==> config.mk <==
export PLATFORM = sky130hd
export DESIGN_NAME = amoc_ctrl
export DESIGN_NICKNAME = d
export VERILOG_FILES = /design/src/rtl/core/amoc_pkg.sv /design/src/rtl/core/amoc_ctrl.sv
export VERILOG_INCLUDE_DIRS = /design/src /design/src/rtl/core
export SDC_FILE = /design/constraint.sdc
export NUM_CORES = 1
export LEC_CHECK = 0
export BUFFER_PORTS_ARGS = -buffer_cell sky130_fd_sc_hd__buf_2
export CORE_AREA = 2 2 39 41
export CTS_CLUSTER_SIZE = 28
export DETAILED_ROUTE_END_ITERATION = 10
export DIE_AREA = 0 0 41 43
export HOLD_SLACK_MARGIN = 0.12
export PLACE_DENSITY = 0.45
export SLEW_MARGIN = 20
export SYNTH_ARGS = -nofsm -noshare
export SYNTH_HDL_FRONTEND = slang
export SYNTH_SLANG_ARGS = --single-unit
==> constraint.sdc <==
create_clock -name clk -period 1.6 [get_ports clk]
set_input_delay 0.16 -clock clk [delete_from_list [all_inputs] [get_ports clk]]
set_output_delay 0.16 -clock clk [all_outputs]
set_load 0.05 [all_outputs]
==> src/rtl/core/assert_macros.svh <==
// assertion macros shared by the call table rtl
// no dependencies; define ASSERT_OFF to drop every check
`ifndef ASSERT_MACROS_SVH
`define ASSERT_MACROS_SVH

`ifndef ASSERT_OFF

// checked on every rising edge outside reset
`define AMOC_ASSERT(lbl, clk, rst_n, prop, msg) \
  lbl: assert property (@(posedge clk) disable iff (!rst_n) prop) else $error(msg);

// checked on every rising edge, reset included
`define AMOC_ASSERT_ALWAYS(lbl, clk, prop, msg) \
  lbl: assert property (@(posedge clk) prop) else $error(msg);

`else

`define AMOC_ASSERT(lbl, clk, rst_n, prop, msg)
`define AMOC_ASSERT_ALWAYS(lbl, clk, prop, msg)

`endif

`endif

==> src/rtl/core/amoc_pkg.sv <==
// types and constants of the at-most-once call table
// no dependencies
`default_nettype none

package amoc_pkg;

  localparam int TABLE_ENTRIES_DEF = 128;
  localparam int KEY_W  = 32;
  localparam int SEQ_W  = 32;
  localparam int VAL_W  = 32;
  localparam int SLOT_W = 7;

  typedef enum logic [1:0] {
    ACT_REQUEST  = 2'd0,
    ACT_COMPLETE = 2'd1,
    ACT_REMOVE   = 2'd2,
    ACT_NONE     = 2'd3
  } action_t;

  typedef enum logic [2:0] {
    ST_STALE    = 3'd0,
    ST_ACK      = 3'd1,
    ST_REPLAY   = 3'd2,
    ST_START    = 3'd3,
    ST_FULL     = 3'd4,
    ST_UPDATED  = 3'd5,
    ST_REMOVED  = 3'd6,
    ST_NOTFOUND = 3'd7
  } status_t;

  typedef struct packed {
    logic             valid;
    logic             busy;
    logic [KEY_W-1:0] client;
    logic [SEQ_W-1:0] seq;
    logic [VAL_W-1:0] value;
  } entry_t;

  // controller to datapath
  typedef struct packed {
    logic clear_wr;
    logic load_in;
    logic scan_issue;
    logic commit;
  } ctl_cmd_t;

  // datapath to controller
  typedef struct packed {
    logic addr_last;
    logic out_free;
  } ctl_sts_t;

endpackage

`default_nettype wire

==> src/rtl/core/amoc_ctrl.sv <==
// controller state machine: clearing pass, table scan, decide and commit
// depends on amoc_pkg and assert_macros.svh
`default_nettype none
`include "assert_macros.svh"

module amoc_ctrl import amoc_pkg::*; (
  input  wire logic     clk,
  input  wire logic     rst_n,
  input  wire logic     in_valid,
  output logic          in_ready,
  input  wire ctl_sts_t sts,
  output ctl_cmd_t      cmd
);

  typedef enum logic [2:0] {
    S_CLEAR,
    S_IDLE,
    S_SCAN,
    S_DRAIN,
    S_DECIDE
  } state_t;

  state_t state_r;

  always_ff @(posedge clk) begin
    if (!rst_n) begin
      state_r <= S_CLEAR;
    end else begin
      unique case (state_r)
        S_CLEAR: begin
          if (sts.addr_last) state_r <= S_IDLE;
        end
        S_IDLE: begin
          if (in_valid) state_r <= S_SCAN;
        end
        S_SCAN: begin
          if (sts.addr_last) state_r <= S_DRAIN;
        end
        // last read data lands in this cycle
        S_DRAIN: begin
          state_r <= S_DECIDE;
        end
        S_DECIDE: begin
          if (sts.out_free) state_r <= S_IDLE;
        end
      endcase
    end
  end

  always_comb begin
    in_ready       = (state_r == S_IDLE);
    cmd.clear_wr   = (state_r == S_CLEAR);
    cmd.load_in    = (state_r == S_IDLE) && in_valid;
    cmd.scan_issue = (state_r == S_SCAN);
    cmd.commit     = (state_r == S_DECIDE) && sts.out_free;
  end

  `AMOC_ASSERT(a_scan_runs_to_end, clk, rst_n, (state_r == S_SCAN && !sts.addr_last) |=> state_r == S_SCAN, "scan left before last slot")
  `AMOC_ASSERT(a_load_starts_scan, clk, rst_n, cmd.load_in |=> state_r == S_SCAN, "accepted request did not start a scan")
  `AMOC_ASSERT(a_commit_after_drain, clk, rst_n, cmd.commit |-> ($past(state_r) == S_DRAIN || $past(state_r) == S_DECIDE), "commit without a finished scan")

endmodule

`default_nettype wire

==> results of run 1 <==
## worst max path at each step
stage                                  from  cells after the start  slack [ps]                 endpoint
floorplan           state_r[0]$_SDFFE_PN0P_                      2         140                 in_ready
global placement    state_r[2]$_SDFFE_PN0P_                      2         350  state_r[0]$_SDFFE_PN0P_
detailed placement  state_r[2]$_SDFFE_PN0P_                      2         320  state_r[0]$_SDFFE_PN0P_
CTS                 state_r[1]$_SDFFE_PN0P_                      2         160                   cmd[1]
global route        state_r[1]$_SDFFE_PN0P_                      2          90                   cmd[1]
finish              state_r[1]$_SDFFE_PN0P_                      2         170                   cmd[1]
## worst max-delay path, stage by stage (launching register included)
cell,delay (ps)
dfxtp_1,510
nor3b_2,240
buf_2,290
## layer usage
layer  GRT usage (%)  wire [µm]
met1           9.968        244
met2           6.563        148
met3           5.236         66
met4           4.000          0
met5               0          0
## cells in the final DEF, fill, tap and decap left out
| cell type | netlist | final |
|---|---|---|
| o311a_1 | 1 | 1 |
| or2b_1 | 1 | 1 |
| clkbuf_1 | 1 | 1 |
| a21oi_1 | 1 | 1 |
| nand2_1 | 1 | 1 |
| nor3b_1 | 3 | 1 |
| nor3_2 | 0 | 2 |
| nand3b_1 | 2 | 2 |
| nand2b_1 | 1 | 1 |
| and4bb_2 | 1 | 1 |
| clkbuf_4 | 0 | 3 |
| nor2b_1 | 1 | 1 |
| or4b_4 | 1 | 1 |
| a21boi_2 | 1 | 1 |
| nor3b_2 | 0 | 2 |
| dfxtp_1 | 3 | 3 |
| buf_2 | 0 | 9 |
## power by group through the flow
| stage | Sequential, µW | Clock (µW) | Combinational (µW) |
|---|---|---|---|
| final | 90.3 | 130 | 63.8 |
| after global routing | 91.7 | 141 | 68.0 |
| after CTS | 90.5 | 137 | 64.3 |
| after detailed placement | 91.5 | 0 | 64.0 |
| after global placement | 91.6 | 0 | 64.7 |
| after floorplan | 81.8 | 0 | 60.3 |
## layout make-up
| cell class | count | area (µm²) | share of cell area (%) |
|---|---|---|---|
| clock buffer | 4 | 26.28 | 8.898 |
| multi-input combinational | 16 | 143.9 | 48.73 |
| sequential | 3 | 60.06 | 20.34 |
| tap | 16 | 20.02 | 6.780 |
| timing repair buffer | 9 | 45.04 | 15.25 |
## stage by stage
stage	instances	hold WS, ps	power [µW]
6_report	48	185.9	284.6
5_1_grt	48	197.2	300.9
4_1_cts	48	182.3	291.9
3_5_place_dp	44	424.2	155.5
3_3_place_gp	44	431.7	156.3
2_1_floorplan	22	289.7	142.1
## logic make-up after synthesis
| kind of cell | after synthesis |
|---|---|
| AO/OA/AOI/OAI | 3 |
| flip-flops | 3 |
| buffers and inverters | 3 |
| AND/OR/NAND/NOR | 13 |
## cells in the mapped netlist
library cell  n  area [µm²]
a21boi_2      1       11.26
a21oi_1       1       5.000
and4bb_2      1       12.51
buf_6         1       11.26
clkbuf_1      1       3.750
clkbuf_2      1       5.000
dfxtp_1       3       60.06
nand2_1       1       3.750
nand2b_1      1       6.260
nand3b_1      2       15.01
nor2b_1       1       6.260
nor3_1        2       10.01
nor3b_1       3       22.52
o311a_1       1       10.01
or2b_1        1       7.510
or4b_4        1       13.76
==> qor.yml, run 1 <==
run_status:
  outcome: "completed"
sta:
  fin_worst_skew_ps: 2.360
  drv_slew: 0
  hold_viol: 0
  fin_crit_sh_pct: 89.57
  rsz0062_at_grt: "no"
  finalWorstSetupSlack_ps: 166.9
  worst-slew-pin-transition_ps: 343.6
  period_needed_ps: 1433
  setup_viol: 0
  slew_headroom_pct: 77.06
  fmax_ghz: 0.6978
  fin_setup_tns_ps: 0
logic_synthesis:
  synth_xor_area_share_pct: 0
  synthesis.nets: 27
  synth_cells: 22
  avgSynthCellArea_um2: 9.270
  yosys.area_share.simple_pct: 47.85
  synth-seq-cells: 3
  synth_compound_area_share_pct: 12.88
  ys_warn_count: 0
  seq_area_frac_synth_pct: 29.45
  netlist_area_um2: 203.9
  synthMuxAreaShare_pct: 0
  synth.distinct_cells: 16
  synth_top_family_by_area: "simple AND/OR/NAND/NOR gates"
  synthAdderAreaFrac_pct: 0
final_layout:
  stdcell_area_um2: 295.3
  final_layout_size_suffix_gt1_share_pct: 59.38
  diodes: 0
  nets: 38
  nFillCells: 157
  reg_top3: "state_r x3"
  largest_reg_flops: 3
  syn_to_final_growth_pct: 44.78
  postLayoutCoreUtil_pct: 21.34
  max_flop_register: "state_r"
pwr:
  p_leak_uw: 0.0001302
  powerDensity_mw_per_mm2: 963.8
  vdd.ir_drop.worst_v: 0.0001872
  p_int_uw: 194.8
  p_switching_uw: 89.74
  swShare_pct: 31.53
  seq_power_share_pct: 31.7
  clkPwrFrac_pct: 45.8
  combinationalPowerShare_pct: 22.4
routing:
  routed_wirelength_um: 459
  ant_nets: 0
  drt-vias-per-instance: 3.917
  first_pass_iters: 2
  drtIter0Drc: 5
  vias: 188
  drc: 0
  wl_per_cell_um: 9.563
clocking:
  clock_latency_ps: 230
  cts_buffer_depth: 2
  cts_resized: 0
  hold_buffers: 0
  cts_inserted_buffers: 3
  cts_tree: "built"
  cts.sinks: 3
  post_cts_buffers: 0
  cts.htree.levels: 1
  path_clk_slew_ps: 40
  root_buffer: "clkbuf_4"
critical_path:
  worst_ep_arrival_time_ps: 1270
  rr_worst_depth: 2
  cp-start-kind: "flip-flop"
  end_kind: "primary output"
  worstReg2RegEnd: "state_r[0]$_SDFFE_PN0P_"
  required_ps: 1440
  r2r_slack_ps: 330
  reg2reg_from: "state_r[2]$_SDFFE_PN0P_"
  crit_type: "flip-flop to primary output"
  crit_fanout: 10
place:
  pre_cts_slack_ps: 324.4
  gp_congestion: 0.6737
  dp_hpwl_um: 331
  placed_cell_area_um2: 269.0
  portBuffers: 9
floorplanning:
  rows: 14
  io_pins: 10
  die_w_um: 41
  start_util_pct: 14.74
  die_h_um: 43
  die-area_mm2: 0.001763
  core_area_mm2: 0.001384
hold_path:
  min_to: "state_r[1]$_SDFFE_PN0P_"
  hp-class: "input port to flip-flop"
  min-delay-start: "rst_n"
  min_delay_path_depth: 3
global_route:
  grt_pass1_wl_um: 765
  grt_overflow: 0
  antenna_found_initial: 0
  grtUsageTotal_pct: 6.827
  grt_pass1_vias: 169
  grt_max_degree: 12
run:
  drv_cap: 0
Power figures use the tool's default switching activity.
==> inputs of run 2 (changes only) <==
Settings changed: RECOVER_POWER set to 50.
==> run 2 against run 1 <==
Final cell count did not move. Non-clock buffer count unchanged. Clock skew is essentially flat. Critical endpoint unchanged.
==> qor.yml, run 2 (synthesized netlist as in run 1, its figures left out) <==
run:
  drv_cap: 0  # unchanged
clocking:
  cts_inserted_buffers: 3  # unchanged
  cts.htree.levels: 1  # unchanged
  root_buffer: "clkbuf_4"
  cts_buffer_depth: 2  # unchanged
  cts.sinks: 3  # unchanged
  post_cts_buffers: 0  # unchanged
  clock_latency_ps: 230  # about the same
  cts_resized: 0  # unchanged
  cts_tree: "built"
  hold_buffers: 0  # unchanged
  path_clk_slew_ps: 40  # about the same
global_route:
  grtUsageTotal_pct: 6.827  # unchanged
  grt_overflow: 0  # unchanged
  grt_max_degree: 12  # unchanged
  antenna_found_initial: 0  # unchanged
  grt_pass1_vias: 169  # unchanged
  grt_pass1_wl_um: 765  # unchanged
final_layout:
  nets: 38  # unchanged
  final_cell_count_no_fill: 48  # unchanged
  diodes: 0  # unchanged
  max_flop_register: "state_r"
  nFillCells: 159  # +1.3%
  final_layout_size_suffix_gt1_share_pct: 56.25  # -3.1 points
  largest_reg_flops: 3  # unchanged
  reg_top3: "state_r x3"
  final_common_cell: "buf_2"
  syn_to_final_growth_pct: 42.94
  final_cell_mix: "8 x buf_2, 3 x clkbuf_4, 3 x dfxtp_1"
critical_path:
  cp-start-kind: "flip-flop"
  r2r_slack_ps: 310  # -20 ps
  crit_fanout: 10  # unchanged
  worstReg2RegEnd: "state_r[0]$_SDFFE_PN0P_"
  end_kind: "primary output"
  crit_type: "flip-flop to primary output"
  rr_worst_depth: 2  # unchanged
  reg2reg_from: "state_r[2]$_SDFFE_PN0P_"
  worst_ep_arrival_time_ps: 1270  # about the same
  crit_path_end: "cmd[1]"
  cp-startpoint: "state_r[1]$_SDFFE_PN0P_"
  required_ps: 1440  # about the same
sta:
  drv_slew: 0  # unchanged
  worst-slew-pin-transition_ps: 337.4  # -6.246 ps
  slew_headroom_pct: 77.48  # +0.42 points
  finalWorstSetupSlack_ps: 169.4  # +2.485 ps
  fin_worst_skew_ps: 2.337  # -0.02286 ps
  rsz0062_at_grt: "no"
  fin_setup_tns_ps: 0  # unchanged
  hold_viol: 0  # unchanged
  setup_viol: 0  # unchanged
  fin_crit_sh_pct: 89.41  # -0.16 points
  fmax_ghz: 0.6990  # +0.17%
  period_needed_ps: 1431  # -2.485 ps
place:
  placed_cells: 44  # unchanged
  dp_hpwl_um: 331  # unchanged
  pre_cts_slack_ps: 324.4  # unchanged
  gp_congestion: 0.6737  # unchanged
  portBuffers: 9  # unchanged
routing:
  routed_wirelength_um: 459  # unchanged
  wl_met3_um: 66  # unchanged
  wl_met2_um: 145  # -2.0%
  drtIter0Drc: 6  # +1
  drt-vias-per-instance: 3.896  # -0.53%
  wl_per_cell_um: 9.563  # unchanged
  drt-met1-wl_um: 247  # +1.2%
  vias: 187  # -0.53%
  drc: 0  # unchanged
  ant_nets: 0  # unchanged
  first_pass_iters: 2  # unchanged
  dr.max_layer_used: "met3"
floorplanning:
  start_util_pct: 14.74  # unchanged
  die_h_um: 43  # unchanged
  die-area_mm2: 0.001763  # unchanged
  rows: 14  # unchanged
  io_pins: 10  # unchanged
  die_w_um: 41  # unchanged
  core_area_mm2: 0.001384  # unchanged
pwr:
  p_int_uw: 194.5  # -0.15%
  seq_power_share_pct: 31.7  # about the same
  powerDensity_mw_per_mm2: 974.6  # +1.1%
  p_leak_uw: 0.0001288  # -1.1%
  p_switching_uw: 89.58  # -0.18%
  clkPwrFrac_pct: 45.9  # about the same
  swShare_pct: 31.53  # about the same
  combinationalPowerShare_pct: 22.4  # about the same
  vdd.ir_drop.worst_v: 0.0001862  # -0.49%
run_status:
  outcome: "completed"
hold_path:
  hp-class: "input port to flip-flop"
==> run 2: cell types whose count changed in the layout (fill, tap and decap cells not counted), sizes merged <==
cell / delta
buf: -1
clkbuf: +1
==> run 2: final cells by class <==
class / count / area, µm² / share of cell area [%]
clock buffers: 4 / 26.28 / 9.013
multi-input cells: 16 / 140.1 / 48.07
repair buffers: 9 / 45.04 / 15.45
flip-flops and latches: 3 / 60.06 / 20.60
well taps: 16 / 20.02 / 6.867
==> run 2: power groups by stage <==
| stage | combinational, µW | sequential, µW | clock [µW] |
|---|---|---|---|
| global route | 67.8 | 91.5 | 141 |
| finish | 63.6 | 90.1 | 130 |
| detailed placement | 64.0 | 91.5 | 0 |
| global placement | 64.7 | 91.6 | 0 |
| CTS | 64.3 | 90.5 | 137 |
| floorplan | 60.3 | 81.8 | 0 |
==> run 2: per-stage QoR <==
| stage | cell area, µm² | hold WS [ps] | total power [µW] | util [%] |
|---|---|---|---|---|
| floorplan | 224.0 | 289.7 | 142.1 | - |
| global placement | 269.0 | 431.7 | 156.3 | 19.44 |
| detailed placement | 269.0 | 424.2 | 155.5 | 19.44 |
| CTS | 295.3 | 182.3 | 291.9 | 21.34 |
| global route | 291.5 | 197.2 | 300.4 | 21.07 |
| finish | 291.5 | 185.9 | 284.1 | 21.07 |
==> run 2: worst max-delay path: stages, from the launching register on <==
cell and delay, ps:
dfxtp_1 510, nor3b_2 240, buf_2 290
==> run 2: how the worst min path moves through the flow <==
stage                     depth (start not counted)                      end  startpoint  slack, ps
after floorplan                                   2  state_r[1]$_SDFFE_PN0P_       rst_n        290
after global placement                            2  state_r[0]$_SDFFE_PN0P_       rst_n        430
after detailed placement                          2  state_r[0]$_SDFFE_PN0P_       rst_n        420
after CTS                                         3  state_r[1]$_SDFFE_PN0P_       rst_n        180
after global routing                              3  state_r[1]$_SDFFE_PN0P_       rst_n        200
final                                             3  state_r[1]$_SDFFE_PN0P_       rst_n        190
==> run 2: layer usage <==
metal | GRT usage [%] | up-vias
met5 | 0 | -
met4 | 4.000 | 0
met3 | 5.236 | 0
met2 | 6.563 | 12
met1 | 9.968 | 76
li1 | - | 99
==> inputs of run 3 (changes only) <==
Settings changed: GPL_ROUTABILITY_DRIVEN set to 0, GPL_TIMING_DRIVEN set to 0.
==> run 3 against run 2 <==
Clock skew grew 1.0 ps. Total power grew 4.6%. Global-route usage down 0.61 points. Worst hold slack worse by 12 ps. Largest cell class unchanged. Flip-flop and latch count unchanged. Clock-buffer cell count unchanged. Register-to-register slack about the same. Clock power increased by 6%. Fmax is 0.24% lower. Combinational power increased by 22%. Utilization rose by 1.5 points.
==> qor.yml, run 3 (synthesized netlist as in run 1, its figures left out) <==
sta:
  fin_setup_tns_ps: 0  # unchanged
  hold_viol: 0  # unchanged
  fin_worst_skew_ps: 3.365  # +1.028 ps
  rsz0062_at_grt: "no"
  drv_slew: 0  # unchanged
  slew_headroom_pct: 81.72  # +4.2 points
  worst-slew-pin-transition_ps: 275.4  # -61.95 ps
  period_needed_ps: 1434  # +3.468 ps
  finalWorstSetupSlack_ps: 166.0  # -3.468 ps
  fmax_ghz: 0.6973  # -0.24%
  fin_crit_sh_pct: 89.63  # +0.22 points
  setup_viol: 0  # unchanged
final_layout:
  final_common_cell: "buf_2"
  syn_to_final_growth_pct: 53.37
  max_flop_register: "state_r"
  diodes: 0  # unchanged
  final_layout_size_suffix_gt1_share_pct: 60.00  # +3.7 points
  nets: 41  # +7.9%
  final_cell_mix: "8 x buf_2, 3 x clkbuf_2, 3 x clkbuf_4, 3 x dfxtp_1"
  reg_top3: "state_r x3"
  largest_reg_flops: 3  # unchanged
floorplanning:
  die_h_um: 43  # unchanged
  start_util_pct: 14.74  # unchanged
  die-area_mm2: 0.001763  # unchanged
  die_w_um: 41  # unchanged
  core_area_mm2: 0.001384  # unchanged
  io_pins: 10  # unchanged
  rows: 14  # unchanged
routing:
  vias: 196  # +4.8%
  routed_wirelength_um: 475  # +3.5%
  wl_per_cell_um: 9.314  # -2.6%
  drc: 0  # unchanged
  drt-vias-per-instance: 3.843  # -1.4%
  first_pass_iters: 2  # unchanged
  ant_nets: 0  # unchanged
  drtIter0Drc: 2  # -4
pwr:
  seq_power_share_pct: 27.3  # -4.4 points
  p_switching_uw: 97.84  # +9.2%
  combinationalPowerShare_pct: 26.1  # +3.7 points
  p_int_uw: 199.2  # +2.4%
  swShare_pct: 32.94  # +1.4 points
  p_leak_uw: 0.0001440  # +12%
  powerDensity_mw_per_mm2: 949.7  # -2.6%
  vdd.ir_drop.worst_v: 0.0002248  # +21%
  clkPwrFrac_pct: 46.6  # +0.7 points
  p_total_uw: 297.1  # +4.6%
critical_path:
  end_kind: "primary output"
  crit_slowest_cell: "dfxtp_1"
  cp.depth: 3  # +1
  required_ps: 1440  # about the same
  critPathTopFamily: "buffers and inverters"
  worst-path-buf-inv: 2  # +1
  cp-start-kind: "flip-flop"
  rr_worst_depth: 3  # +1
  crit_type: "flip-flop to primary output"
  path_cells: "clkbuf_2 -> and4bb_2 -> buf_2"
  crit_fanout: 10  # unchanged
  worst_ep_arrival_time_ps: 1270  # about the same
  slowest_delay_ps: 300  # -210 ps
clocking:
  cts_inserted_buffers: 3  # unchanged
  cts.htree.levels: 1  # unchanged
  root_buffer: "clkbuf_4"
  cts_tree: "built"
  cts_buffer_depth: 2  # unchanged
  path_clk_slew_ps: 40  # about the same
  clock_latency_ps: 240  # about the same
  cts.sinks: 3  # unchanged
global_route:
  grt_pass1_wl_um: 752  # -1.7%
  grt_max_degree: 11  # -1
  grtUsageTotal_pct: 6.212  # -0.61 points
  antenna_found_initial: 0  # unchanged
  grt_overflow: 0  # unchanged
  grt_pass1_vias: 180  # +6.5%
hold_path:
  min_delay_path_depth: 3  # unchanged
  hp-class: "input port to flip-flop"
place:
  portBuffers: 9  # unchanged
  pre_cts_slack_ps: 294.2  # -30.17 ps
  dp_hpwl_um: 330.5  # -0.15%
run:
  drv_cap: 0  # unchanged
run_status:
  outcome: "completed"
==> run 3: changes by cell type in the layout (fill, tap and decap cells not counted), sizes merged <==
| cell | change |
|---|---|
| buf | +1 |
| clkbuf | +2 |
==> run 3: cell type report <==
cell class | instances | area [µm²]
Multi-Input combinational cell | 16 | 140.1
Tap cell | 16 | 20.02
Buffer | 3 | 21.27
Sequential cell | 3 | 60.06
Fill cell | 155 | 1071
Timing Repair Buffer | 9 | 45.04
Clock buffer | 4 | 26.28
==> run 3: path summary, 6_finish.rpt <==
| path | from | to | slack (ps) |
|---|---|---|---|
| worst min-delay path | rst_n | state_r[1]$_SDFFE_PN0P_ | 170 |
| worst max-delay path | state_r[0]$_SDFFE_PN0P_ | cmd[0] | 170 |
| worst min register to register | state_r[0]$_SDFFE_PN0P_ | state_r[2]$_SDFFE_PN0P_ | 580 |
| worst max register to register | state_r[2]$_SDFFE_PN0P_ | state_r[0]$_SDFFE_PN0P_ | 320 |
==> run 3: through the flow <==
| step | instance area (µm²) | cells | hold WS (ps) | utilization, % |
|---|---|---|---|---|
| 2_1_floorplan | 224.0 | 22 | 289.7 | - |
| 3_3_place_gp | 289.0 | 47 | 429.1 | 20.89 |
| 3_5_place_dp | 289.0 | 47 | 426.3 | 20.89 |
| 4_1_cts | 315.3 | 51 | 168.1 | 22.78 |
| 5_1_grt | 312.8 | 51 | 182.2 | 22.60 |
| 6_report | 312.8 | 51 | 174.4 | 22.60 |
==> run 3: layer usage <==
layer / share of wire (%) / routed length [µm] / vias up / track usage, %
met5: 0 / 0 / - / 0
li1: - / - / 105 / -
met4: 0 / 0 / 0 / 2.000
met2: 28 / 135 / 12 / 5.625
met1: 57 / 270 / 79 / 10.86
met3: 15 / 69 / 0 / 3.665
==> run 3: power by group through the flow <==
stage	clock network, µW	logic (µW)	registers (µW)
floorplan	0	60.3	81.8
global placement	0	78.4	82.1
detailed placement	0	77.9	82.0
CTS	144	77.9	81.1
global route	150	82.3	81.2
finish	138	77.7	81.0
==> run 3: tightest hold or removal path: cells and delay by family <==
| family | cells | cell delay (ps) |
|---|---|---|
| and+or+nand+nor | 1 | 60 |
| AOI/OAI and AO/OA | 1 | 30 |
| buffers and inverters | 1 | 110 |
==> run 3: repair_timing <==
action	CTS	global route
endpoints found under the setup margin	0	3
buffers inserted	0	0
gates resized for setup	0	2
hold buffers	0	0
